$ cat src/hw/rtl/blpg_pkg.sv
// Shared types and constants of the Bresenham line pixel generator.
// Used by blpg_setup and the top level; depends on nothing.
package blpg_pkg;

    // Coordinate width, the widths derived from it, and the other field widths
    localparam int COORD_BITS = 12;
    localparam int DELTA_BITS = COORD_BITS + 1;
    localparam int ERR_BITS   = COORD_BITS + 3;
    localparam int Z_BITS     = 16;
    localparam int RGB_BITS   = 24;
    localparam int THEME_BITS = 2;

    // Command and theme codes
    localparam logic                  FUNC_LOAD    = 1'b0;
    localparam logic                  FUNC_STEP    = 1'b1;
    localparam logic [THEME_BITS-1:0] THEME_HEIGHT = 2'd1;

    // Fixed colors
    localparam logic [RGB_BITS-1:0] WHITE_RGB     = 24'hffffff;
    localparam logic [RGB_BITS-1:0] BOTH_HIGH_RGB = 24'h9e3d64;
    localparam logic [RGB_BITS-1:0] SLOPED_RGB    = 24'hffb554;

    typedef logic signed [COORD_BITS-1:0] coord_t;
    typedef logic signed [DELTA_BITS-1:0] sdelta_t;
    typedef logic        [DELTA_BITS-1:0] delta_t;
    typedef logic signed [ERR_BITS-1:0]   err_t;

    // Input item
    typedef struct packed {
        logic                      func;
        coord_t                    x_start;
        coord_t                    y_start;
        coord_t                    x_end;
        coord_t                    y_end;
        logic signed [Z_BITS-1:0]  z_start;
        logic signed [Z_BITS-1:0]  z_end;
        logic [RGB_BITS-1:0]       line_color;
    } in_item_t;

    // Result item
    typedef struct packed {
        coord_t              pixel_x;
        coord_t              pixel_y;
        logic [RGB_BITS-1:0] pixel_color;
        logic                pixel_valid;
        logic                last_pixel;
    } out_item_t;

    // Segment walker state
    typedef struct packed {
        coord_t              cur_x;
        coord_t              cur_y;
        coord_t              stop_coord;
        delta_t              major_delta;
        delta_t              minor_delta;
        err_t                error_term;
        logic                minor_dir;
        logic                steep_flag;
        logic                active_flag;
        logic [RGB_BITS-1:0] seg_color;
    } seg_state_t;

endpackage

$ cat src/hw/rtl/bresenham_line_pixel_generator.sv
// Top level of the Bresenham line pixel generator: segment state, pixel
// stepping and the result register. Depends on blpg_pkg and blpg_setup.
//
//  channel  | ports                          | moves
//  ---------+--------------------------------+------------------------------
//  input    | s_valid, s_ready, s_item       | load or step item
//  result   | m_valid, m_ready, m_item       | one pixel item per step
//  config   | cfg_wr_en, cfg_wr_data         | theme_reg, no handshake
//
// One item per clock while s_ready is high: a step reads the segment state,
// registers its pixel and updates the state in the same cycle; a load rewrites
// the state. The result register decouples the sides: s_ready is high whenever
// the result register is empty or being taken.
// Reset (synchronous, active low) clears the segment, theme and result valid registers.
module bresenham_line_pixel_generator import blpg_pkg::*; (
    input  logic                  aclk,
    input  logic                  aresetn,
    input  logic                  s_valid,
    output logic                  s_ready,
    input  in_item_t              s_item,
    output logic                  m_valid,
    input  logic                  m_ready,
    output out_item_t             m_item,
    input  logic                  cfg_wr_en,
    input  logic [THEME_BITS-1:0] cfg_wr_data
);

    logic [THEME_BITS-1:0] theme_reg;
    seg_state_t            seg_reg, seg_next, seg_load;
    out_item_t             out_reg, out_next;
    logic                  m_valid_reg, m_valid_next;
    logic                  accept;
    coord_t                maj, mnr, mnr_step;
    sdelta_t               maj_inc;
    err_t                  err_step;
    logic                  last;

    assign s_ready = !m_valid_reg || m_ready;
    assign accept  = s_valid && s_ready;
    assign m_valid = m_valid_reg;
    assign m_item  = out_reg;

    blpg_setup u_setup (
        .item  (s_item),
        .theme (theme_reg),
        .seg   (seg_load)
    );

    // Major and minor axis views of the current pixel
    always_comb begin
        maj      = seg_reg.steep_flag ? seg_reg.cur_y : seg_reg.cur_x;
        mnr      = seg_reg.steep_flag ? seg_reg.cur_x : seg_reg.cur_y;
        maj_inc  = sdelta_t'(maj) + sdelta_t'(1);
        last     = (maj_inc == sdelta_t'(seg_reg.stop_coord));
        mnr_step = seg_reg.minor_dir ? mnr - coord_t'(1) : mnr + coord_t'(1);
        err_step = seg_reg.error_term + err_t'({1'b0, seg_reg.minor_delta, 1'b0});
    end

    // Next state and result for the accepted item
    always_comb begin
        seg_next     = seg_reg;
        out_next     = out_reg;
        m_valid_next = m_valid_reg && !m_ready;
        if (accept) begin
            unique case (s_item.func)
                FUNC_LOAD: begin
                    seg_next = seg_load;
                end
                FUNC_STEP: begin
                    m_valid_next = 1'b1;
                    out_next     = '0;
                    if (seg_reg.active_flag) begin
                        out_next.pixel_x     = seg_reg.cur_x;
                        out_next.pixel_y     = seg_reg.cur_y;
                        out_next.pixel_color = seg_reg.seg_color;
                        out_next.pixel_valid = 1'b1;
                        out_next.last_pixel  = last;
                        // minor step on a non-negative error
                        if (!seg_reg.error_term[ERR_BITS-1]) begin
                            seg_next.error_term = err_step
                                - err_t'({1'b0, seg_reg.major_delta, 1'b0});
                            if (seg_reg.steep_flag) begin
                                seg_next.cur_x = mnr_step;
                            end else begin
                                seg_next.cur_y = mnr_step;
                            end
                        end else begin
                            seg_next.error_term = err_step;
                        end
                        if (seg_reg.steep_flag) begin
                            seg_next.cur_y = coord_t'(maj_inc);
                        end else begin
                            seg_next.cur_x = coord_t'(maj_inc);
                        end
                        seg_next.active_flag =
                            !(maj_inc >= sdelta_t'(seg_reg.stop_coord));
                    end
                end
                default: begin
                    seg_next = seg_reg;
                end
            endcase
        end
    end

    // Registers
    always_ff @(posedge aclk) begin
        if (!aresetn) begin
            theme_reg   <= '0;
            seg_reg     <= '0;
            m_valid_reg <= 1'b0;
        end else begin
            if (cfg_wr_en) begin
                theme_reg <= cfg_wr_data;
            end
            seg_reg     <= seg_next;
            m_valid_reg <= m_valid_next;
        end
    end

    always_ff @(posedge aclk) begin
        out_reg <= out_next;
    end

    // Checks
    a_idle_result_zero: assert property (@(posedge aclk) disable iff (!aresetn)
        (m_valid && !m_item.pixel_valid) |->
            (m_item.pixel_x == '0 && m_item.pixel_y == '0
             && m_item.pixel_color == '0 && !m_item.last_pixel))
        else $error("empty step result carries nonzero fields");

    a_active_before_stop: assert property (@(posedge aclk) disable iff (!aresetn)
        seg_reg.active_flag |-> (maj < seg_reg.stop_coord))
        else $error("active segment at or past its stop coordinate");

    a_step_gives_result: assert property (@(posedge aclk) disable iff (!aresetn)
        (accept && s_item.func == FUNC_STEP) |=> m_valid_reg)
        else $error("accepted step item produced no result");

    a_last_ends_segment: assert property (@(posedge aclk) disable iff (!aresetn)
        (accept && s_item.func == FUNC_STEP && seg_reg.active_flag && last)
            |=> !seg_reg.active_flag)
        else $error("segment still active after its last pixel");

endmodule

$ cat src/hw/rtl/blpg_setup.sv
// Segment setup: octant choice, endpoint swap, deltas, initial error, color.
// Purely combinational; depends on blpg_pkg.
module blpg_setup import blpg_pkg::*; (
    input  in_item_t              item,
    input  logic [THEME_BITS-1:0] theme,
    output seg_state_t            seg
);

    coord_t              xa, ya, xb, yb, p0x, p0y, p1x, p1y;
    sdelta_t             dx0, dy0, dx, dy, minor_s;
    delta_t              adx0, ady0, major, minor;
    logic                steep, swap;
    logic [RGB_BITS-1:0] col;

    // Endpoint differences before the swap
    always_comb begin
        xa   = item.x_start;
        ya   = item.y_start;
        xb   = item.x_end;
        yb   = item.y_end;
        dx0  = sdelta_t'(xb) - sdelta_t'(xa);
        dy0  = sdelta_t'(yb) - sdelta_t'(ya);
        adx0 = dx0[DELTA_BITS-1] ? delta_t'(-dx0) : delta_t'(dx0);
        ady0 = dy0[DELTA_BITS-1] ? delta_t'(-dy0) : delta_t'(dy0);
        steep = !(ady0 < adx0);
        swap  = steep ? (ya > yb) : (xa > xb);
    end

    // Order endpoints so the major coordinate increases
    always_comb begin
        p0x = swap ? xb : xa;
        p0y = swap ? yb : ya;
        p1x = swap ? xa : xb;
        p1y = swap ? ya : yb;
        dx  = sdelta_t'(p1x) - sdelta_t'(p0x);
        dy  = sdelta_t'(p1y) - sdelta_t'(p0y);
        major   = steep ? delta_t'(dy) : delta_t'(dx);
        minor_s = steep ? dx : dy;
        minor   = minor_s[DELTA_BITS-1] ? delta_t'(-minor_s) : delta_t'(minor_s);
    end

    // Height-based recolor of white lines
    always_comb begin
        col = item.line_color;
        if (theme == THEME_HEIGHT && item.line_color == WHITE_RGB) begin
            if (item.z_start != '0 && item.z_end != '0) begin
                col = BOTH_HIGH_RGB;
            end else if (item.z_start != item.z_end) begin
                col = SLOPED_RGB;
            end
        end
    end

    // Assemble the new segment state
    always_comb begin
        seg.cur_x       = p0x;
        seg.cur_y       = p0y;
        seg.stop_coord  = steep ? p1y : p1x;
        seg.major_delta = major;
        seg.minor_delta = minor;
        seg.error_term  = err_t'({1'b0, minor, 1'b0}) - err_t'({2'b00, major});
        seg.minor_dir   = minor_s[DELTA_BITS-1];
        seg.steep_flag  = steep;
        seg.active_flag = (major != '0);
        seg.seg_color   = col;
    end

endmodule
$ cat config.mk
export PLATFORM = sky130hd
export DESIGN_NAME = bresenham_line_pixel_generator
export DESIGN_NICKNAME = d
export VERILOG_FILES = /design/src/hw/rtl/blpg_pkg.sv /design/src/hw/rtl/bresenham_line_pixel_generator.sv /design/src/hw/rtl/blpg_setup.sv
export SDC_FILE = /design/constraint.sdc
export NUM_CORES = 1
export LEC_CHECK = 0
export BUFFER_PORTS_ARGS = -buffer_cell sky130_fd_sc_hd__clkbuf_2
export CAP_MARGIN = 40
export CORE_MARGIN = 8
export CORE_UTILIZATION = 56
export DETAILED_ROUTE_END_ITERATION = 6
export GPL_TIMING_DRIVEN = 1
export PLACE_DENSITY_LB_ADDON = 0.2
export REMOVE_ABC_BUFFERS = 1
export SLEW_MARGIN = 20
export SYNTH_ARGS = -nofsm -noshare
export SYNTH_HDL_FRONTEND = slang
export SYNTH_SLANG_ARGS = --single-unit
$ cat constraint.sdc
create_clock -name aclk -period 11.6 [get_ports aclk]
set_input_delay 1.16 -clock aclk [delete_from_list [all_inputs] [get_ports aclk]]
set_output_delay 1.16 -clock aclk [all_outputs]
set_load 0.05 [all_outputs]
# After elaboration in Yosys (flattened, before gate mapping)

Index checks and enable logic that the tools add are counted.

Bits of input ports: 112
Logic and storage cells: 91
Output and inout bits: 52
Bits in registers: 157

Multiplexer cells: 32
Reductions and logical operators: 17
Bitwise logic cells: 1
Order comparisons: 4
Eq/ne operators: 7
Add/subtract/negate cells: 13

Operator list:

| kind                    | count |
|---|---|
| $mux W12                | 12 |
| $mux W24                | 5 |
| $mux W13                | 5 |
| $sub A12 B12 Y13        | 4 |
| $pmux W24 S2            | 1 |
| $neg A13 Y13            | 3 |
| $reduce_bool A16 Y1     | 2 |
| $mux W15                | 2 |
| $pmux W15 S2            | 1 |
| $eq A24 B24 Y1 const B  | 1 |
| $gt A12 B12 Y1          | 2 |
| $ne A16 B16 Y1          | 1 |
| $add A15 B15 Y15        | 1 |
| $sub A14 B13 Y15        | 1 |
| $sub A15 B15 Y15        | 1 |
| $add A12 B2 Y13 const B | 1 |
| $eq A13 B12 Y1          | 1 |
| $ge A13 B12 Y1          | 1 |
| $lt A13 B13 Y1          | 1 |
| $reduce_bool A13 Y1     | 1 |
| $add A12 B2 Y12 const B | 1 |
| $sub A12 B2 Y12 const B | 1 |
| $ne A3 B3 Y1 const B    | 2 |
| $reduce_and A2 Y1       | 3 |
| 10 further kinds        | 20 |

# Depth between registers and ports, before layout

Gate-level depths: netlist of the first run.

Depth after elaboration: 12
Gate-level depth with buffers: 52
Depth with buffers taken out: 46

# Hierarchy

From an unflattened synthesis of the first run, not the netlist that was laid out.

Cell total of the unflattened synthesis: 1928
Area, all modules: 14767.9 sq um

By module, submodules not included:

| module                         | area an instance (sq um) | times used | cells each | sequential area each (sq um) |
|---|---|---|---|---|
| bresenham_line_pixel_generator | 9029.9                   | 1          | 1017       | 3623.5 |
| blpg_setup                     | 5738.0                   | 1          | 911        | 0.0 |

# Worst setup path after synthesis of the first run

OpenSTA, ideal clock, no wires.

Kind: in2reg
Start: in s_item[82] (netlist name)
End: reg seg_reg[41] (netlist name)
Setup slack: 1.526 ns
Arrival: 9.978 ns
Buffers on the path: 5
Stages on the path: 48
Data required time: 11.505 ns
Library setup time: 0.095 ns
Cells stage by stage: inv_1 -> ha_1 -> clkbuf_1 -> nor2b_1 -> o21ai_0 -> a21boi_0 -> o21ai_0 -> a21boi_0 -> nor2_1 -> or3_1 -> or3_1 -> or2_2 -> o31ai_1 -> xnor2_1 -> ha_1 -> nand4_1 -> nor4_2 -> a32oi_2 -> [... 12 more ...] -> or2_0 -> clkbuf_1 -> or3_1 -> and2_1 -> ha_1 -> inv_1 -> nor2_1 -> nor2_1 -> o21bai_1 -> a21oi_1 -> o21bai_1 -> a21oi_1 -> o21bai_1 -> a21oi_1 -> o21ai_0 -> a211oi_1 -> o31ai_1 -> a221oi_1

RTL lines:

| what                 | line                                  | text |
|---|---|---|
| start, declared      | bresenham_line_pixel_generator.sv:20  | `input in_item_t s_item,` |
| end signal, assigned | bresenham_line_pixel_generator.sv:116 | `seg_reg <= seg_next;` |
| end, declared        | bresenham_line_pixel_generator.sv:29  | `seg_state_t seg_reg, seg_next, seg_load;` |

==> impl_summary.md, run 1 <==
Die
The total core area is 0.02496 mm². The die footprint is about 0.03 mm². The die is roughly 170 µm tall.

During I/O placement, the number of pins put on the boundary was between 150 and 200. The initial standard-cell utilization of the core is a little under three fifths. After floorplanning, the core was divided into 58 placement rows. In this run the horizontal extent of the chip is 174.6 µm.

Timing
The worst-case hold slack is about 460 ps. Setup repair after global routing left no endpoint under its margin. The worst pin sits at a relative slew slack of between 30% and 40%. After layout, the worst path uses between 80% and 90% of the clock period. The final count of pins violating max slew was 0. The maximum clock skew at final layout is between 15 and 20 ps. The count of endpoints failing setup in the final report is 0.

For the finished layout, the period the worst path requires is 10350 ps. For this run, the top clock speed supported by timing is ~97 MHz. The number of hold violations in the final report is 0. In the final timing run, aggregate negative setup slack is 0 ps. The transition time at the pin with the least slew margin is 951.0 ps.

Worst setup path
In this run the worst path has a maximum fanout of 12. The biggest cell delay along the critical path is 730 ps. The slack of the worst reg-to-reg path is between 7000 and 8000 ps. STA classifies the critical path startpoint as a primary input. STA puts the critical path data required time at 11930 ps. The kind of critical path is primary input to flip-flop.

On the critical path, the stage with the largest delay is an instance of a22oi_1. The worst setup path is captured at a flip-flop. Data on the critical path arrives at its endpoint at between 10000 and 15000 ps.

Synth
Sequential elements use roughly a quarter of the synthesized area. For this run, asynchronously set or reset flops after synthesis account for 0%. The number of distinct library cell variants in the gate-level netlist after synthesis is a little under 100.

The average footprint of a synthesized cell is 7.875 µm². The number of enable-type register cells in the synthesized netlist is 50. Among all flip-flop cells after synthesis, the most frequent one is dfxtp_1. After synthesis the cells add up to roughly 0.014 mm².

In the synthesized netlist, the number of instances is around 1.8k. The count of synthesis-stage warnings from yosys is 0. The synthesized design contains around 160 register bits.

Clock tree
Clock tree synthesis selected as its root buffer the cell clkbuf_16. The number of buffers inserted to repair setup after CTS is 0. Once the clock tree was built, the resizer swapped 0 gates to a different size.

The tree built by TritonCTS fans out to about 160 sinks. Buffers inserted during clock tree synthesis total 17. The H-tree depth is 4. The number of buffers inserted by hold repair at cts is 0.

The clock latency on the worst-skew pair is around 440 ps. The clock transition at the registers of the reported paths is approximately 90 ps. The number of buffers between clock root and the deepest sink is 2. TritonCTS built the clock tree.

GRT
The first-pass GRT wire length is slightly below 70000 µm. Global routing used 27.36% of the available tracks. The number of global-route vias before repair came to approximately 13k. Summed over all layers, the global routing overflow is 0.

The number of antenna violations at the first check in global routing came to 0. Entering global routing, the biggest net connects 73 pins.

Final layout
The library cells used most frequently in the layout, excluding fill and tap cells, are 196 x nor2_1, 170 x nand2_1, 163 x clkbuf_2. The end-of-flow core utilization is ~63%. Cells with a size suffix above 1 make up around 15% of the layout. The count of nets after finishing is about 2.1k. The number of antenna diodes is 0. The register with the most flip-flops in the layout has a little over 100 of them.

The library cell used most frequently in the layout, excluding fill and tap cells, is nor2_1. Compared with the post-synthesis result, the final layout area differs by 11.57%.

Power
The ratio of total power to cell area is roughly 270 mW/mm². Summing internal, switching and leakage power gives ~0.0042 W. The cell leakage power is around 6.6 nW. The worst vdd rail ir drop is between 200 and 250 µV.

Route
Detailed routing inserted a total of ~14k vias. In this run the remaining antenna-violating nets after routing total 0. Dividing the detail-routed wire length by the instance count gives 19.20 µm. The pre-antenna-repair detailed-routing pass consisted of 7 iterations. The total detailed-routing wirelength is approximately 43000 µm.

The number of design-rule violations left by the first detailed-router iteration is approximately 1.4k. In the routed design, unresolved DRC markers number 3. The mean number of vias per cell is between 6 and 7.

Run status
The run finished, with violations left. The final reports fail on DRC.

Worst hold path
The path class of the tightest hold or removal check is flip-flop to flip-flop.

Place
Input and output buffers added on the ports amount to roughly 160. After legalization and detailed placement, the total HPWL measured between 30000 and 40000 µm. Routability-driven placement finished with a final weighted congestion of 0.9702.

Run
The max capacitance violation total is 0.
report_power, final:
part	internal, W	total [W]	switching [W]
clock network	0.000294	0.000575	0.000281
logic	0.00118	0.00291	0.00173
registers	0.000631	0.000681	0.0000498
total	0.00211	0.00417	0.00206
final cells by class:
class	instances	area, µm²
multi-input combinational	1440	9697
fill	2279	9254
sequential	156	3625
timing repair buffer	184	993.5
clock buffer	17	425.4
tap	330	412.9
inverter	97	364.1
clock inverter	15	192.7
through the flow:
stage               cell area, µm²  setup slack (ps)  instances
floorplan                    13670             818.5       1693
global placement             15060              1217       2206
detailed placement           15090             971.4       2207
CTS                          15710              1349       2239
global route                 15710             248.7       2239
finish                       15710              1252       2239
per-layer routing:
| layer | global-route usage [%] | share of wire [%] | vias up |
|---|---|---|---|
| met2 | 46.06 | 47 | 534 |
| met3 | 5.482 | 7.6 | 64 |
| met5 | 0 | 0 | - |
| met1 | 35.06 | 44 | 6436 |
| met4 | 7.700 | 2.1 | 0 |
| li1 | - | - | 6644 |
logic make-up (layout without fill, tap and decap cells):
logic type / count (synthesis) / after routing / synth area share (%)
simple gates: 638 / 638 / 21.81
fa+ha+maj: 111 / 111 / 10.18
flops: 156 / 156 / 25.73
compound gates: 498 / 498 / 23.71
xor+xnor: 126 / 126 / 7.837
buf+inv: 192 / 313 / 5.474
mux: 67 / 67 / 5.251
final timing paths:
path,start,to,cells after the start
setup / recovery,s_item[68],seg_reg[41],47
hold / removal,seg_reg[72],seg_reg[72],2
setup reg to reg,seg_reg[28],seg_reg[40],18
hold reg to reg,seg_reg[72],seg_reg[72],2
synth_stat cells (36+ instances only):
master | n | area share (%)
a211oi_1 | 49 | 2.6
a21oi_1 | 148 | 5.3
and2_1 | 64 | 2.8
clkbuf_1 | 72 | 1.9
dfxtp_1 | 106 | 15
edfxtp_1 | 50 | 11
ha_1 | 105 | 9.3
inv_1 | 93 | 2.5
nand2_1 | 171 | 4.6
nor2_1 | 197 | 5.3
nor2b_1 | 36 | 1.6
o21ai_0 | 85 | 3.0
xnor2_1 | 89 | 5.5
xor2_1 | 37 | 2.3
worst max-delay path: cells and delay by family:
| kind | cells | cell delay, ps |
|---|---|---|
| compound gates | 22 | 4670 |
| simple gates | 13 | 2270 |
| fa+ha+maj | 5 | 1450 |
| buf+inv | 4 | 360 |
| mux | 2 | 600 |
| xor+xnor | 1 | 170 |
(Power assumes the default switching activity.)
==> run 2: changes to the inputs <==
SYNTH_HIERARCHICAL = 1   (was default)
==> run 2 against run 1 <==
The run now ends clean. Synthesized cell count increased by 7.8%. Sequential power grew 1%. First-iteration DRC count decreased by 5.5%. Count of clock-buffer cells in the layout did not move. Hold slack better by 4.1 ps. Cell area increased by 4.3%. Flip-flop and latch count did not move. Sequential share of layout area down 0.94 points. Core utilization is 0.099 points higher. Combinational power down 3%. Register-to-register slack improved by 180 ps. Critical endpoint is now seg_reg[39]. Largest cell class unchanged.
==> impl_summary.md, run 2 <==
Final layout
The flip-flop count of the largest register after layout came to 103 (unchanged). The layout overhead on the synthesized area is 10.90% (was 11.57%). The layout cell share with drive strength beyond 1 is 13.61% (was 15.40%). The count of nets after finishing came to 2246 (was 2119). The number of antenna diodes is 0 (unchanged). Commonest cells after routing, fill and taps aside: 291 x nand2_1, 162 x clkbuf_2, 133 x nor2_1 (was 196 x nor2_1, 170 x nand2_1, 163 x clkbuf_2). The most common cell after layout, fill and taps aside is nand2_1 (was nor2_1).

Timing
The max-slew headroom at the worst pin is 43.45% (was 36.60%). The worst path setup slack after routing was 831.3 ps (was 1252 ps). The final total negative setup slack is 0 ps (unchanged). RSZ-0062 raised after global routing: false (unchanged). The number of hold violations in the final report was 0 (unchanged). The transition time at the pin with the least slew margin was 846.5 ps (was 951.0 ps). The final count of pins violating max slew came to 0 (unchanged).

The count of endpoints failing setup in the final report is 0 (unchanged). The maximum achievable frequency was 92.86 MHz (was 96.64 MHz). The fraction of the cycle the final worst path needs is 92.83% (was 89.20%). The maximum clock skew at final layout was 15.50 ps (was 17.17 ps).

The time the final worst path needs with I/O delays and setup is 10770 ps (was 10350 ps).

Route
The first-pass iteration count of the detailed router is 5 (was 7). The mean number of vias per cell is 6.012 (was 6.109). The met1 routed wirelength after detailed routing is 19050 µm (was 18760 µm).

The uppermost signal routing layer after detailed routing is met4 (unchanged). The overall via count from detail_route was 14.25k (was 13.68k). The number of antenna-violating nets in the routed design is 0 (unchanged). The number of design-rule violations left by the first detailed-router iteration came to 1297 (was 1373). The length of routed met2 wiring came to 19670 µm (was 20050 µm). The total detailed-routing wirelength is 42920 µm (was 42990 µm).

The routed wire length per instance is 18.10 µm (was 19.20 µm). The total length of routed met3 wires is 2933 µm (was 3274 µm). The DRC violation count after routing is 0 (was 3).

Power
The overall power of the completed layout was 0.004077 W (was 0.004169 W). The worst vdd rail ir drop is 227.7 µV (was 244.8 µV). The cell leakage power is 6.907 nW (was 6.592 nW). The ratio of total power to cell area was 248.9 mW/mm² (was 265.4 mW/mm²).

Run
The max capacitance violation total is 0 (unchanged).

GRT
The first-pass GRT wire length came to 67800 µm (was 68540 µm). The number of antenna violations at the first check in global routing is 0 (unchanged). The global-route total usage across every layer came to 26.19% (was 27.36%).

The pin count of the biggest net entering global routing is 74 (was 73). The total congestion overflow after global routing was 0 (unchanged). The number of global-route vias before repair came to 13.35k (was 13.30k).

Worst setup path
The type of element capturing the critical path is a flip-flop (unchanged). The type of origin of the critical path is a primary input (unchanged). The buffers plus inverters on the worst setup path is 3 (was 4). The kind of cell adding the most delay to the critical path is compound AO/OA/AOI/OAI gates (unchanged). The largest fanout on the critical path is 6 (was 12). The most prevalent standard cell on the critical path is o21ai_0.

The biggest cell delay along the critical path came to 420 ps (was 730 ps). The signal arrival time at the worst endpoint is 11100 ps (was 10680 ps). The kind of critical path is primary input to flip-flop (unchanged). The critical path's slowest cell was or4_1 (was a22oi_1).

The required time of the worst setup path is 11930 ps (about the same).

Clock tree
The number of buffers between clock root and the deepest sink is 2 (unchanged). The clock tree from TritonCTS is done (unchanged). The number of buffers inserted to repair setup after CTS is 0 (unchanged).

The clock transition at the registers of the reported paths was 80 ps (was 90 ps). The clock latency on the worst-skew pair came to 430 ps (was 440 ps). The number of buffers created by CTS is 17 (unchanged).

The H-tree depth was 4 (unchanged). The root buffer cell is clkbuf_16 (unchanged). The total clock sinks is 156 (unchanged).

Synth
The average footprint of a synthesized cell is 7.660 µm² (was 7.875 µm²). The number of enable-type register cells in the synthesized netlist is 50 (unchanged). The number of flip-flops and latches in the synthesized netlist is 156 (unchanged).

The number of distinct library cell variants in the gate-level netlist after synthesis is 89 (was 97). Most used standard cells in the synthesized netlist: 292 x nand2_1, 135 x nor2_1, 121 x o21ai_0 (was 197 x nor2_1, 171 x nand2_1, 148 x a21oi_1). Largest cells by area after synthesis: dfxtp_1 14%, edfxtp_1 10%, ha_1 8.9% (was dfxtp_1 15%, edfxtp_1 11%, ha_1 9.3%). The count of synthesis-stage warnings from yosys is 6 (was 0). The post-synthesis instance total is 1928 (was 1788). The register area share after synthesis was 24.54% (was 25.73%). The proportion of netlist area held by the largest area contributor is 14.37% (was 15.07%). The library cell with the largest summed area after synthesis is dfxtp_1 (unchanged). The proportion of synthesized flip-flops having asynchronous set or reset is 0% (unchanged). The commonest register cell after synthesis is dfxtp_1 (unchanged). The combined area of all synthesized cells is 0.01477 mm² (was 0.01408 mm²). The leading cell type by number of instances after synthesis was nand2_1 (was nor2_1).

Place
The port buffer count is 163 (unchanged). The placement-stage worst setup slack is 179.8 ps (was 971.4 ps). The routability congestion estimate is 1.000 (was 0.9702). The HPWL after detailed placement came to 33020 µm (was 33030 µm).

Die
The site row count is 59 (was 58). The die extent in x is 178.4 µm (was 174.6 µm). The number of top-level pins is 164 (unchanged). The die footprint is 0.03182 mm² (was 0.03047 mm²). The height of the chip is 178.4 µm (was 174.6 µm). The total core area is 0.02598 mm² (was 0.02496 mm²). The initial standard-cell utilization of the core is 56.83% (was 56.41%).

Worst hold path
The worst hold-check path type is flip-flop to flip-flop (unchanged).

Run status
Result of the run: complete, no violations (was finished, violations left).
[run 2: cell types whose count changed in the layout (fill, tap and decap cells not counted), moves of 14 or more]
| cell | before | now |
|---|---|---|
| a211oi_1 | 49 | 26 |
| a21boi_0 | 6 | 74 |
| a21o_1 | 18 | 34 |
| a21oi_1 | 148 | 104 |
| inv_1 | 92 | 106 |
| nand2_1 | 170 | 291 |
| nor2_1 | 196 | 133 |
| o21ai_0 | 84 | 119 |
| xnor2_1 | 89 | 75 |
| xor2_1 | 37 | 53 |
[run 2: what timing repair did]
item | 4_1_cts | 5_1_grt
gates resized for setup | 0 | 10
hold endpoints to repair | 0 | 0
endpoints found under the setup margin | 0 | 3
hold buffers | 0 | 0
[run 2: worst reg2reg max path, delay by kind of cell, from the launching register on]
family,cells,cell delay (ps)
fa+ha+maj,2,520
simple gates,7,1240
flops,1,770
buf+inv,2,520
compound gates,4,890
mux,1,250
[run 2: cell families after synthesis]
| family | after synthesis | share of synthesized area [%] |
|---|---|---|
| AOI/OAI and AO/OA | 555 | 25.58 |
| xor gates and xnor gates | 128 | 7.591 |
| adders and majority gates | 111 | 9.709 |
| buffers and inverters | 223 | 6.092 |
| DFF | 156 | 24.54 |
| muxes | 57 | 4.202 |
| and+or+nand+nor | 698 | 22.29 |
[run 2: per-stage QoR]
step / cell area (µm²) / hold slack [ps] / utilization, % / std cells
after floorplan: 14280 / 438.8 / - / 1814
after global placement: 15720 / 447.8 / 60.49 / 2337
after detailed placement: 15740 / 453.1 / 60.58 / 2339
after CTS: 16370 / 463.1 / 62.98 / 2371
after global routing: 16380 / 485.1 / 63.03 / 2371
final: 16380 / 461.5 / 63.03 / 2371
[run 2: report_power, final]
group	total [W]	internal, W	leakage [nW]	switching [W]
registers	0.000689	0.000634	1.36	0.0000547
clock network	0.000572	0.000295	0.296	0.000277
logic	0.00282	0.00113	5.25	0.00168
[run 2: cell type report]
cell class                      count  area (µm²)
Inverter                          109       409.1
Timing Repair Buffer              190        1027
Multi-Input combinational cell   1549       10270
Fill cell                        2368        9607
Clock inverter                     15       197.7
Clock buffer                       17       425.4
Sequential cell                   156        3625
Tap cell                          335       419.2
[run 2: path summary, 6_finish.rpt]
path	startpoint	slack (ps)	cells past startpoint	end
min	seg_reg[18]	460	2	seg_reg[18]
min reg2reg	seg_reg[18]	460	2	seg_reg[18]
max	s_item[68]	830	51	seg_reg[39]
max reg2reg	seg_reg[25]	7270	16	seg_reg[24]
[run 2: metal layers]
metal / vias up / global-route usage (%)
met5: - / 0
met4: 0 / 10.54
met3: 83 / 3.831
met2: 517 / 42.79
met1: 6629 / 34.22
li1: 7025 / -
